## src/rtl/core/pnoise_pkg.sv

```systemverilog
// Shared constants, widths and the gradient sine table for the 2D gradient noise block.
package pnoise_pkg;

    localparam int COORD_FRAC_BITS  = 16;
    localparam int OUT_FRAC_BITS    = 15;
    localparam int ANGLE_TABLE_BITS = 10;
    localparam int MID_FRAC         = 16;

    localparam logic [31:0] HASH_K1 = 32'd3284157443;
    localparam logic [31:0] HASH_K2 = 32'd1911520717;
    localparam logic [31:0] HASH_K3 = 32'd2048419325;

    // odd degree-9 sine polynomial coefficients, Q28
    localparam longint SC1 = 421657428;
    localparam longint SC3 = 173399667;
    localparam longint SC5 = 21392326;
    localparam longint SC7 = 1256747;
    localparam longint SC9 = 43068;

    localparam int CORNER_W = 33 - COORD_FRAC_BITS;
    localparam int FRAC_W   = COORD_FRAC_BITS + 2;
    localparam int WGT_W    = COORD_FRAC_BITS + 3;
    localparam int SINE_W   = 16;
    localparam int PROD_W   = FRAC_W + SINE_W;
    localparam int DOT_SH   = COORD_FRAC_BITS + 15 - MID_FRAC;
    localparam int DOT_W    = MID_FRAC + 4;
    localparam int MIX_W    = DOT_W + 4;
    localparam int VAL_W    = MIX_W + 4;
    localparam int RND_SH   = MID_FRAC - OUT_FRAC_BITS;
    localparam int LATENCY  = 12;

    localparam logic signed [VAL_W:0] SAT_HI = (VAL_W + 1)'(32767);
    localparam logic signed [VAL_W:0] SAT_LO = (VAL_W + 1)'(-32768);

    localparam int QTR_W     = ANGLE_TABLE_BITS - 2;
    localparam int Q_ENTRIES = 1 << QTR_W;

    typedef logic [14:0] t_sine_tbl [Q_ENTRIES];

    typedef struct packed {
        logic en;
    } t_pipe_ctl;

    // sine magnitude of a Q14 quarter-turn position, Q1.15, capped
    function automatic logic [14:0] sine_mag(input int t);
        longint tt;
        longint t2;
        longint p;
        longint m;
        tt = longint'(t);
        t2 = (tt * tt) >>> 14;
        p  = SC9;
        p  = SC7 - ((p * t2) >>> 14);
        p  = SC5 - ((p * t2) >>> 14);
        p  = SC3 - ((p * t2) >>> 14);
        p  = SC1 - ((p * t2) >>> 14);
        m  = (p * tt) >>> 14;
        m  = (m + 4096) >>> 13;
        if (m > 32767) m = 32767;
        return 15'(m);
    endfunction

    function automatic t_sine_tbl build_sine_tbl();
        t_sine_tbl tbl;
        for (int i = 0; i < Q_ENTRIES; i++) begin
            tbl[i] = sine_mag(i << (16 - ANGLE_TABLE_BITS));
        end
        return tbl;
    endfunction

    localparam t_sine_tbl   SINE_TBL  = build_sine_tbl();
    localparam logic [14:0] SINE_PEAK = sine_mag(16384);

    // signed sine of quadrant q, quarter index qi
    function automatic logic signed [SINE_W-1:0] grad_sine(input logic [1:0] q,
                                                           input logic [QTR_W-1:0] qi);
        logic [14:0]      mag;
        logic [QTR_W-1:0] j;
        j = QTR_W'(0) - qi;
        if (q[0]) begin
            mag = (qi == '0) ? SINE_PEAK : SINE_TBL[j];
        end else begin
            mag = SINE_TBL[qi];
        end
        return q[1] ? -$signed({1'b0, mag}) : $signed({1'b0, mag});
    endfunction

endpackage

```

## src/rtl/core/pnoise_hash.sv

```systemverilog
// Three-stage corner hash giving the top angle bits of one cell corner.
module pnoise_hash (
    input  logic                                  i_clk,
    input  pnoise_pkg::t_pipe_ctl                 i_ctl,
    input  logic [31:0]                           i_cx,
    input  logic [31:0]                           i_cz,
    output logic [pnoise_pkg::ANGLE_TABLE_BITS-1:0] o_angle
);
    logic [31:0] r_a1, r_cz1, r_a2, r_b2;
    logic [31:0] n_b2, n_h3;
    logic [pnoise_pkg::ANGLE_TABLE_BITS-1:0] r_angle;

    always_comb begin
        n_b2 = (r_cz1 ^ {r_a1[15:0], r_a1[31:16]}) * pnoise_pkg::HASH_K2;
        n_h3 = (r_a2 ^ {r_b2[15:0], r_b2[31:16]}) * pnoise_pkg::HASH_K3;
    end

    always_ff @(posedge i_clk) begin
        if (i_ctl.en) begin
            r_a1    <= i_cx * pnoise_pkg::HASH_K1;
            r_cz1   <= i_cz;
            r_b2    <= n_b2;
            r_a2    <= r_a1;
            r_angle <= n_h3[31 -: pnoise_pkg::ANGLE_TABLE_BITS];
        end
    end

    assign o_angle = r_angle;
endmodule

```

## config.mk

```make
export PLATFORM = sky130hd
export DESIGN_NAME = pnoise_hash
export DESIGN_NICKNAME = d
export VERILOG_FILES = /design/src/rtl/core/pnoise_pkg.sv /design/src/rtl/core/pnoise_hash.sv
export SDC_FILE = /design/constraint.sdc
export NUM_CORES = 2
export LEC_CHECK = 0
export BUFFER_PORTS_ARGS = -buffer_cell sky130_fd_sc_hd__buf_2
export CORE_UTILIZATION = 60
export DETAILED_ROUTE_END_ITERATION = 10
export HOLD_SLACK_MARGIN = 0.12
export PLACE_DENSITY = 0.8
export SYNTH_ARGS = -nofsm -noshare
export SYNTH_HDL_FRONTEND = slang
export SYNTH_SLANG_ARGS = --single-unit
```

## constraint.sdc

```tcl
create_clock -name i_clk -period 8.63 [get_ports i_clk]
set_clock_uncertainty 0.2 [all_clocks]
set_input_delay 0.4315 -clock i_clk [delete_from_list [all_inputs] [get_ports i_clk]]
set_output_delay 0.4315 -clock i_clk [all_outputs]
set_load 0.1 [all_outputs]
```

==> run summary <==
Die Wd: 217 µm
CP Launch Type: flip-flop
TNS Setup: 0 ns
number of synthesized flops with an enable pin: 138
Multi-input gate area: 20700 µm²
final setup fails: 0
Slew headroom: 33.7%
FF-to-FF path depth: 23
Synth Cell Area: 27700 µm²
P&R area growth vs syn: 7.76%
CTS clk-pin slew, worst paths: 0.06 ns
vias in the first global route: 19.6k
worst hold slack: 0.173 ns
Setup Buffers After CTS: 0
sequential area share after synthesis: 14.9%
fmax: 0.127 GHz
minimum clock period: 7.90 ns
CTS max path bufs: 2
CTS sink cnt: 138
Detail Placement HPWL: 61600 µm
total track usage: 31.3%
CTS tree: done
Final Core Density: 65.7%
Port Buffers: 75
Async S/R FF share, synth: 0%
post-synth top area share: 37.5%
core area: 45500 µm²
DIE AREA: 47100 µm²
ys flop type: edfxtp_1
Critical Path RT: 8.64 ns
total congestion overflow: 0
I/O Pins: 76
Max Cap Viol: 0
via count: 17.5k
Setup crit end kind: flip-flop
Root Buffer: clkbuf_16
largest net degree at the start of global routing: 73
hold crit path type: primary input to flip-flop
Synth Instances: 2493
first drt pass iteration count: 5
yosys warns: 0
CP max FO: 9
Worst Tran Pin Value: 0.991 ns
vias per inst: 5.39
H-tree depth: 4
post-route ant nets: 0
top post-synthesis cells by area: fa_1 (37%), ha_1 (23%), edfxtp_1 (15%), inv_1 (10%), xnor2_1 (4.5%)
hold path cells: 1
# rows: 78
Min-Delay Startpoint: i_cx[0]
Yosys top cell by area: fa_1
top-count cell post-synth: inv_1
diode count: 0
Worst EP arrival: 7.91 ns
Hold Buf Count CTS: 32
GP Congestion: 0.983
FF-to-FF Start: r_a1[24]$_DFFE_PP_
period utilisation layout: 91.6%
Reg area: 4140 µm²
drt drc: 0
Critical Path Start: r_a1[24]$_DFFE_PP_
status: complete, no violations
die height: 217 µm
Nets: 3734
clock latency at the later pin of the worst-skew pair: 0.48 ns
Mapped Nets: 3594
Yosys cell types: 61
syn avg cell area: 11.1 µm²
Final Hold Vio Count: 0
Fillers: 3534
RSZ-0062 raised after global routing: false
DR WL/cell: 21.2 µm
Post-Route WL: 68700 µm
most frequent cells after synthesis: inv_1 (772), fa_1 (519), ha_1 (516)
share of cells above drive strength 1: 5.18%
Initial Utilization: 61.0%
first-pass GRT wire length: 109000 µm
DR iter-0 viols: 1044
Post-CTS Resized: 0
Max Transition Viols Final: 0
CTS Buf Count: 17
critical path class: flip-flop to flip-flop
initial antenna violation count: 0
flops & latches, synth: 138
-- cell families (layout without fill, tap and decap cells) --
kind of cell             Yosys count  in the layout  synth area share (%)
AO/OA/AOI/OAI                    193            193                  4.61
XOR/XNOR                         216            216                  6.90
adder cells (fa/ha/maj)         1035           1035                  60.7
buffers and inverters            779            931                  10.5
flip-flops                       138            138                  14.9
multiplexers                       1              1                0.0361
AND/OR/NAND/NOR                  131            131                  2.26
-- worst paths after layout --
| check | end | slack (ns) |
|---|---|---|
| hold / removal | r_a1[0]$_DFFE_PP_ | 0.17 |
| setup reg to reg | r_b2[31]$_DFFE_PP_ | 0.73 |
| hold reg to reg | r_a2[10]$_DFFE_PP_ | 0.27 |
| setup / recovery | r_b2[31]$_DFFE_PP_ | 0.73 |
-- sequential cells by signal, summed over array words and instances, names as in the netlist --
signal   count
r_a1        32
r_a2        32
r_b2        32
r_cz1       32
o_angle     10
-- cell usage in the layout, fill, tap and decap left out, drive strengths merged, types with 18 or more instances in the layout --
cell type and instances:
clkbuf 18, dlygate4sd3 32, buf 95, o21ai 39, ha 516, edfxtp 138, xnor2 144, a21oi 57
nor2 48, nand2 21, a21o 25, xor2 71, inv 777, fa 519
-- worst max-delay path, stage by stage, from the launching register on --
cell       delay, ns
edfxtp_1        0.41
xnor2_1         0.41
inv_1           0.28
ha_1            0.46
inv_1           0.13
o21ai_0         0.58
fa_1            0.53
inv_1           0.09
fa_1            0.41
fa_1            0.39
inv_1           0.08
fa_1            0.43
fa_1            0.56
fa_1            0.43
fa_1            0.44
ha_1            0.41
nor2_1          0.21
nor3b_1         0.07
o21ai_0         0.24
a2bb2oi_1       0.24
nand3_1         0.11
a31oi_1         0.26
o21ai_1         0.13
xnor2_1         0.13
-- routing by layer --
metal,up-vias,track usage (%),part of all wire (%)
met5,-,0,0
met4,0,9.93,2.8
met3,90,4.49,5.2
met2,490,52.4,49
met1,8888,42.1,43
li1,8013,-,-
-- cell type report --
type	count	area share, %
clock buffer	18	1.44
clock inverter	13	0.477
inverter	773	9.71
multi-input combinational	1576	69.2
sequential	138	13.9
tap	600	2.51
timing repair buffer	127	2.85
-- stage by stage --
step	cell area, µm²	cells	setup slack (ns)
CTS	29900	3245	0.799
finish	29900	3245	0.727
detailed placement	29000	3182	0.779
global route	29900	3245	0.361
floorplan	27700	2493	1.43
global placement	29000	3182	0.959
Power is left out: the tool's default activity adds up to more than one toggle a clock period on the data nets, which glitch-free logic cannot reach.
