### src/rtl/core/pnoise_pkg.sv
// Shared constants, widths and the gradient sine table for the 2D gradient noise block.
package pnoise_pkg;

    localparam int COORD_FRAC_BITS  = 16;
    localparam int OUT_FRAC_BITS    = 15;
    localparam int ANGLE_TABLE_BITS = 10;
    localparam int MID_FRAC         = 16;

    localparam logic [31:0] HASH_K1 = 32'd3284157443;
    localparam logic [31:0] HASH_K2 = 32'd1911520717;
    localparam logic [31:0] HASH_K3 = 32'd2048419325;

    // odd degree-9 sine polynomial coefficients, Q28
    localparam longint SC1 = 421657428;
    localparam longint SC3 = 173399667;
    localparam longint SC5 = 21392326;
    localparam longint SC7 = 1256747;
    localparam longint SC9 = 43068;

    localparam int CORNER_W = 33 - COORD_FRAC_BITS;
    localparam int FRAC_W   = COORD_FRAC_BITS + 2;
    localparam int WGT_W    = COORD_FRAC_BITS + 3;
    localparam int SINE_W   = 16;
    localparam int PROD_W   = FRAC_W + SINE_W;
    localparam int DOT_SH   = COORD_FRAC_BITS + 15 - MID_FRAC;
    localparam int DOT_W    = MID_FRAC + 4;
    localparam int MIX_W    = DOT_W + 4;
    localparam int VAL_W    = MIX_W + 4;
    localparam int RND_SH   = MID_FRAC - OUT_FRAC_BITS;
    localparam int LATENCY  = 12;

    localparam logic signed [VAL_W:0] SAT_HI = (VAL_W + 1)'(32767);
    localparam logic signed [VAL_W:0] SAT_LO = (VAL_W + 1)'(-32768);

    localparam int QTR_W     = ANGLE_TABLE_BITS - 2;
    localparam int Q_ENTRIES = 1 << QTR_W;

    typedef logic [14:0] t_sine_tbl [Q_ENTRIES];

    typedef struct packed {
        logic en;
    } t_pipe_ctl;

    // sine magnitude of a Q14 quarter-turn position, Q1.15, capped
    function automatic logic [14:0] sine_mag(input int t);
        longint tt;
        longint t2;
        longint p;
        longint m;
        tt = longint'(t);
        t2 = (tt * tt) >>> 14;
        p  = SC9;
        p  = SC7 - ((p * t2) >>> 14);
        p  = SC5 - ((p * t2) >>> 14);
        p  = SC3 - ((p * t2) >>> 14);
        p  = SC1 - ((p * t2) >>> 14);
        m  = (p * tt) >>> 14;
        m  = (m + 4096) >>> 13;
        if (m > 32767) m = 32767;
        return 15'(m);
    endfunction

    function automatic t_sine_tbl build_sine_tbl();
        t_sine_tbl tbl;
        for (int i = 0; i < Q_ENTRIES; i++) begin
            tbl[i] = sine_mag(i << (16 - ANGLE_TABLE_BITS));
        end
        return tbl;
    endfunction

    localparam t_sine_tbl   SINE_TBL  = build_sine_tbl();
    localparam logic [14:0] SINE_PEAK = sine_mag(16384);

    // signed sine of quadrant q, quarter index qi
    function automatic logic signed [SINE_W-1:0] grad_sine(input logic [1:0] q,
                                                           input logic [QTR_W-1:0] qi);
        logic [14:0]      mag;
        logic [QTR_W-1:0] j;
        j = QTR_W'(0) - qi;
        if (q[0]) begin
            mag = (qi == '0) ? SINE_PEAK : SINE_TBL[j];
        end else begin
            mag = SINE_TBL[qi];
        end
        return q[1] ? -$signed({1'b0, mag}) : $signed({1'b0, mag});
    endfunction

endpackage

### src/rtl/core/pnoise_mix.sv
// Smoothstep blend of four corner dots, rounding and saturation, five stages.
module pnoise_mix (
    input  logic                                 i_clk,
    input  pnoise_pkg::t_pipe_ctl                i_ctl,
    input  logic signed [pnoise_pkg::DOT_W-1:0]  i_d00,
    input  logic signed [pnoise_pkg::DOT_W-1:0]  i_d10,
    input  logic signed [pnoise_pkg::DOT_W-1:0]  i_d01,
    input  logic signed [pnoise_pkg::DOT_W-1:0]  i_d11,
    input  logic [pnoise_pkg::WGT_W-1:0]         i_wx,
    input  logic [pnoise_pkg::WGT_W-1:0]         i_wz,
    output logic signed [15:0]                   o_noise
);
    localparam int F = pnoise_pkg::COORD_FRAC_BITS;
    localparam int D = pnoise_pkg::DOT_W;
    localparam int M = pnoise_pkg::MIX_W;
    localparam int V = pnoise_pkg::VAL_W;
    localparam int W = pnoise_pkg::WGT_W;

    logic signed [D:0]       n_dt, n_db;
    logic signed [W:0]       w_wxs, w_wzs;
    logic signed [D+W+1:0]   r_pt, r_pb;
    logic signed [D-1:0]     r_t0, r_b0;
    logic [W-1:0]            r_wz_g, r_wz_h;
    logic signed [M-1:0]     r_top, r_bot, r_top_i;
    logic signed [M:0]       n_dv;
    logic signed [M+W+1:0]   r_pv;
    logic signed [V-1:0]     r_v;
    logic signed [V:0]       n_sum, n_rnd;
    logic signed [15:0]      r_noise;

    always_comb begin
        w_wxs = $signed({1'b0, i_wx});
        w_wzs = $signed({1'b0, r_wz_h});
        n_dt  = (D + 1)'(i_d10) - (D + 1)'(i_d00);
        n_db  = (D + 1)'(i_d11) - (D + 1)'(i_d01);
        n_dv  = (M + 1)'(r_bot) - (M + 1)'(r_top);
        n_sum = (V + 1)'(r_v) + (V + 1)'(1 << (pnoise_pkg::RND_SH - 1));
        n_rnd = n_sum >>> pnoise_pkg::RND_SH;
    end

    always_ff @(posedge i_clk) begin
        if (i_ctl.en) begin
            r_pt    <= n_dt * w_wxs;
            r_pb    <= n_db * w_wxs;
            r_t0    <= i_d00;
            r_b0    <= i_d01;
            r_wz_g  <= i_wz;
            r_top   <= M'(r_t0) + M'(r_pt >>> F);
            r_bot   <= M'(r_b0) + M'(r_pb >>> F);
            r_wz_h  <= r_wz_g;
            r_pv    <= n_dv * w_wzs;
            r_top_i <= r_top;
            r_v     <= V'(r_top_i) + V'(r_pv >>> F);
            if (n_rnd > pnoise_pkg::SAT_HI) begin
                r_noise <= 16'sh7FFF;
            end else if (n_rnd < pnoise_pkg::SAT_LO) begin
                r_noise <= -16'sh8000;
            end else begin
                r_noise <= 16'(n_rnd);
            end
        end
    end

    assign o_noise = r_noise;
endmodule

### config.mk
export PLATFORM = sky130hd
export DESIGN_NAME = pnoise_mix
export DESIGN_NICKNAME = d
export VERILOG_FILES = /design/src/rtl/core/pnoise_pkg.sv /design/src/rtl/core/pnoise_mix.sv
export SDC_FILE = /design/constraint.sdc
export NUM_CORES = 2
export LEC_CHECK = 0
export BUFFER_PORTS_ARGS = -buffer_cell sky130_fd_sc_hd__buf_2
export CAP_MARGIN = 30
export CORE_MARGIN = 4
export CORE_UTILIZATION = 40
export DETAILED_ROUTE_END_ITERATION = 8
export PLACE_DENSITY_LB_ADDON = 0.25
export SETUP_SLACK_MARGIN = 0.02
export SYNTH_ARGS = -nofsm -noshare
export SYNTH_HDL_FRONTEND = slang
export SYNTH_SLANG_ARGS = --single-unit
### constraint.sdc
create_clock -name i_clk -period 18.7 [get_ports i_clk]
set_input_delay 3.74 -clock i_clk [delete_from_list [all_inputs] [get_ports i_clk]]
set_output_delay 3.74 -clock i_clk [all_outputs]
set_load 0.01 [all_outputs]
==> out/results.md <==
### Outcome
• **outcome** complete, no violations

### Yosys
• **largest family of logic cells by synthesized area** adder cells
• **area of the mapped netlist** 0.0605 mm²
• **synthesized netlist cell count** 6287
• **number of synthesized register bits** 270
• **share of cell area taken by muxes after synthesis** 0.0351%
• **post-synthesis area per instance** 9.63 µm²
• **share of the synthesized area in the top cell type** 43.0%
• **cell types with the largest area share after synthesis** fa_1 (43%), edfxtp_1 (13%), inv_1 (10%)
• **fraction of the mapped netlist area in compound gates** 5.02%
• **leading register cell type out of synthesis** edfxtp_1
• **Synth Net Count** 8175
• **EDFF count, synth** 270
• **Simple-Gate Fraction of Synth Area** 14.2%
• **Syn. warnings** 0
• **sequential element share of the synthesized area** 13.4%
• **Synth Area in XOR/XNOR** 3.31%
• **top cell type by total area after synthesis** fa_1
• **Synth Area in Adders** 52.7%
• **Unique masters post-synth** 79
• **fraction of registers with async set/reset** 0%

### Global route
• **maximum number of pins on one net before global-route repair** 80
• **global-route total usage across every layer** 20.2%
• **initial antenna violation count** 6
• **global route overflow** 0
• **global-route wire length before repair** 251000 µm
• **via count of the first global-routing pass** 45.0k

### Routing
• **detailed-route wire length per cell** 18.4 µm
• **Detailed Routing Iterations Pass 1** 6
• **via count** 41.4k
• **DRC violation count after routing** 0
• **DRT Wirelength** 155000 µm
• **via/cell ratio** 4.92
• **Final ANT Viol Nets** 0
• **violation count after the first detailed-route iteration** 2067

### Placement
• **instance area after placement** 0.0641 mm²
• **placed wire-length estimate** 124000 µm
• **count of input and output buffers** 135
• **GP Congestion** 0.838

### Timing
• **post-route clock skew** 53.1 ps
• **count of endpoints failing setup in the final report** 0
• **Worst Tran Pin Value** 930 ps
• **count of final hold-check violations** 0
• **setup total negative slack** 0 ps
• **final cycle utilization of the critical path** 71.7%
• **setup repair after global routing missed its margin** false
• **number of pins exceeding their max-slew limit in the final report** 0
• **highest clock rate** 74.5 MHz
• **final worst path period need** 13410 ps
• **Slew headroom** 38.0%

### Finish
• **number of fillers in the final layout** 14.6k
• **register area** 0.00811 mm²
• **layout overhead on the synthesized area** 7.94%
• **most common library cell in the layout ignoring fill and taps** inv_1
• **final standard cell utilization of the core** 43.5%
• **final instance area** 0.0653 mm²
• **nets@finish** 8257
• **area of the multi-input gates** 0.0457 mm²
• **highest-count cells in the layout ignoring fill and taps** inv_1 (1632), fa_1 (1301), nand2_1 (740)
• **layout cell share with drive strength beyond 1** 5.38%

### Clock network
• **number of buffers on the longest clock path** 3
• **root buffer selected by CTS** clkbuf_16
• **total number of clock tree sinks** 270
• **htree depth** 2
• **Post-CTS Hold Fix Bufs** 0
• **TritonCTS Buffers** 36
• **postcts setup bufs** 0
• **CTS tree** yes
• **clock latency of the later-clocked register in the worst-skew pair** 620 ps
• **CTS clk-pin slew, worst paths** 60 ps
• **Gates resized, CTS repair** 0

### Setup path
• **CP max-delay cell** fa_1
• **crit path max fanout** 19
• **capture instance of the worst register-to-register path** r_pv[43]$_DFFE_PP_
• **CP Launch Type** input pin
• **register-to-register setup slack** 7700 ps
• **data required time of the worst path** 19020 ps
• **crit path capture type** flip-flop
• **Reg2Reg Launch Point** r_top[1]$_DFFE_PP_
• **Crit path arrival time** 13730 ps
• **delay of the slowest critical-path stage** 680 ps
• **worst reg2reg path depth** 35
• **cell type with the highest occurrence count on the critical path** fa_1
• **path type of the worst setup path** in2reg

### Flow run
• **max-cap violation count** 0

### Die
• **Total Die Area** 0.158 mm²
• **width of the die** 397 µm
• **die height** 397 µm
• **Floorplan Core Area** 0.150 mm²
• **starting utilization of the core area** 40.3%
• **I/O pin count** 136
• **number of placement rows** 142

### Worst hold path
• **worst hold path endpoint** r_wz_h[5]$_DFFE_PP_
• **class of the tightest hold or removal check** reg2reg
• **hold-critical path depth** 0
• **hold path start** r_wz_g[5]$_DFFE_PP_

[layer usage]
metal,global-route usage [%],wire [µm],up-vias
li1,-,-,18898
met1,28.0,69000,21420
met2,34.4,75200,938
met3,2.40,7640,138
met4,3.88,2790,2
met5,0,15,-
[how the worst max path moves through the flow]
stage | cells after the start | startpoint | slack [ps] | endpoint
after detailed placement | 33 | i_d01[0] | 4650 | r_pb[39]$_DFFE_PP_
final | 33 | i_d01[0] | 5290 | r_pb[39]$_DFFE_PP_
after CTS | 33 | i_d01[0] | 5270 | r_pb[39]$_DFFE_PP_
after global routing | 33 | i_d01[0] | 4710 | r_pb[39]$_DFFE_PP_
after floorplan | 37 | i_d11[0] | 5890 | r_pb[39]$_DFFE_PP_
after global placement | 34 | i_d01[0] | 4830 | r_pb[39]$_DFFE_PP_
[critical path, delay by kind of cell]
kind	cells	cell delay [ps]
AOI/OAI and AO/OA	14	3770
xor gates and xnor gates	1	410
and+or+nand+nor	3	570
adders and majority gates	10	4680
buffers and inverters	5	530
[sequential cells by signal, indices dropped and copies added (netlist names)]
| name | flops |
|---|---|
| o_noise | 16 |
| r_b0 | 20 |
| r_bot | 24 |
| r_pb | 24 |
| r_pt | 24 |
| r_pv | 28 |
| r_t0 | 20 |
| r_top | 24 |
| r_top_i | 24 |
| r_v | 28 |
| r_wz_g | 19 |
| r_wz_h | 19 |
[final cells by class]
class	count	share of cell area, %
timing repair buffer	242	2.61
antenna	1	0.00383
clock inverter	21	0.368
clock buffer	42	1.41
sequential	270	12.4
multi-input combinational	4187	70.0
inverter	1632	9.38
tap	2016	3.86
[Yosys cell counts, types with 86 or more instances]
| library cell | count |
|---|---|
| clkbuf_1 | 189 |
| nand2_1 | 740 |
| inv_1 | 1632 |
| o21ai_0 | 86 |
| ha_1 | 467 |
| fa_1 | 1301 |
| nor2_1 | 129 |
| and2_1 | 529 |
| nor2b_1 | 93 |
| edfxtp_1 | 270 |
| a21oi_1 | 127 |
| xnor2_1 | 156 |
[metrics by stage]
step / hold slack [ps] / cells / setup slack (ps)
after floorplan: 400 / 6287 / 5890
after global placement: 403 / 8334 / 4830
after detailed placement: 405 / 8345 / 4650
after CTS: 385 / 8408 / 5270
after global routing: 425 / 8410 / 4710
final: 412 / 8411 / 5290
[logic make-up after synthesis]
family	count (synthesis)
flip-flops	270
AO/OA/AOI/OAI	458
multiplexers	2
XOR/XNOR	227
AND/OR/NAND/NOR	1732
buffers and inverters	1830
adder cells (fa/ha/maj)	1768
Power is not shown: default switching activity piles up to over one toggle a cycle in this logic, so the estimate is an artifact.
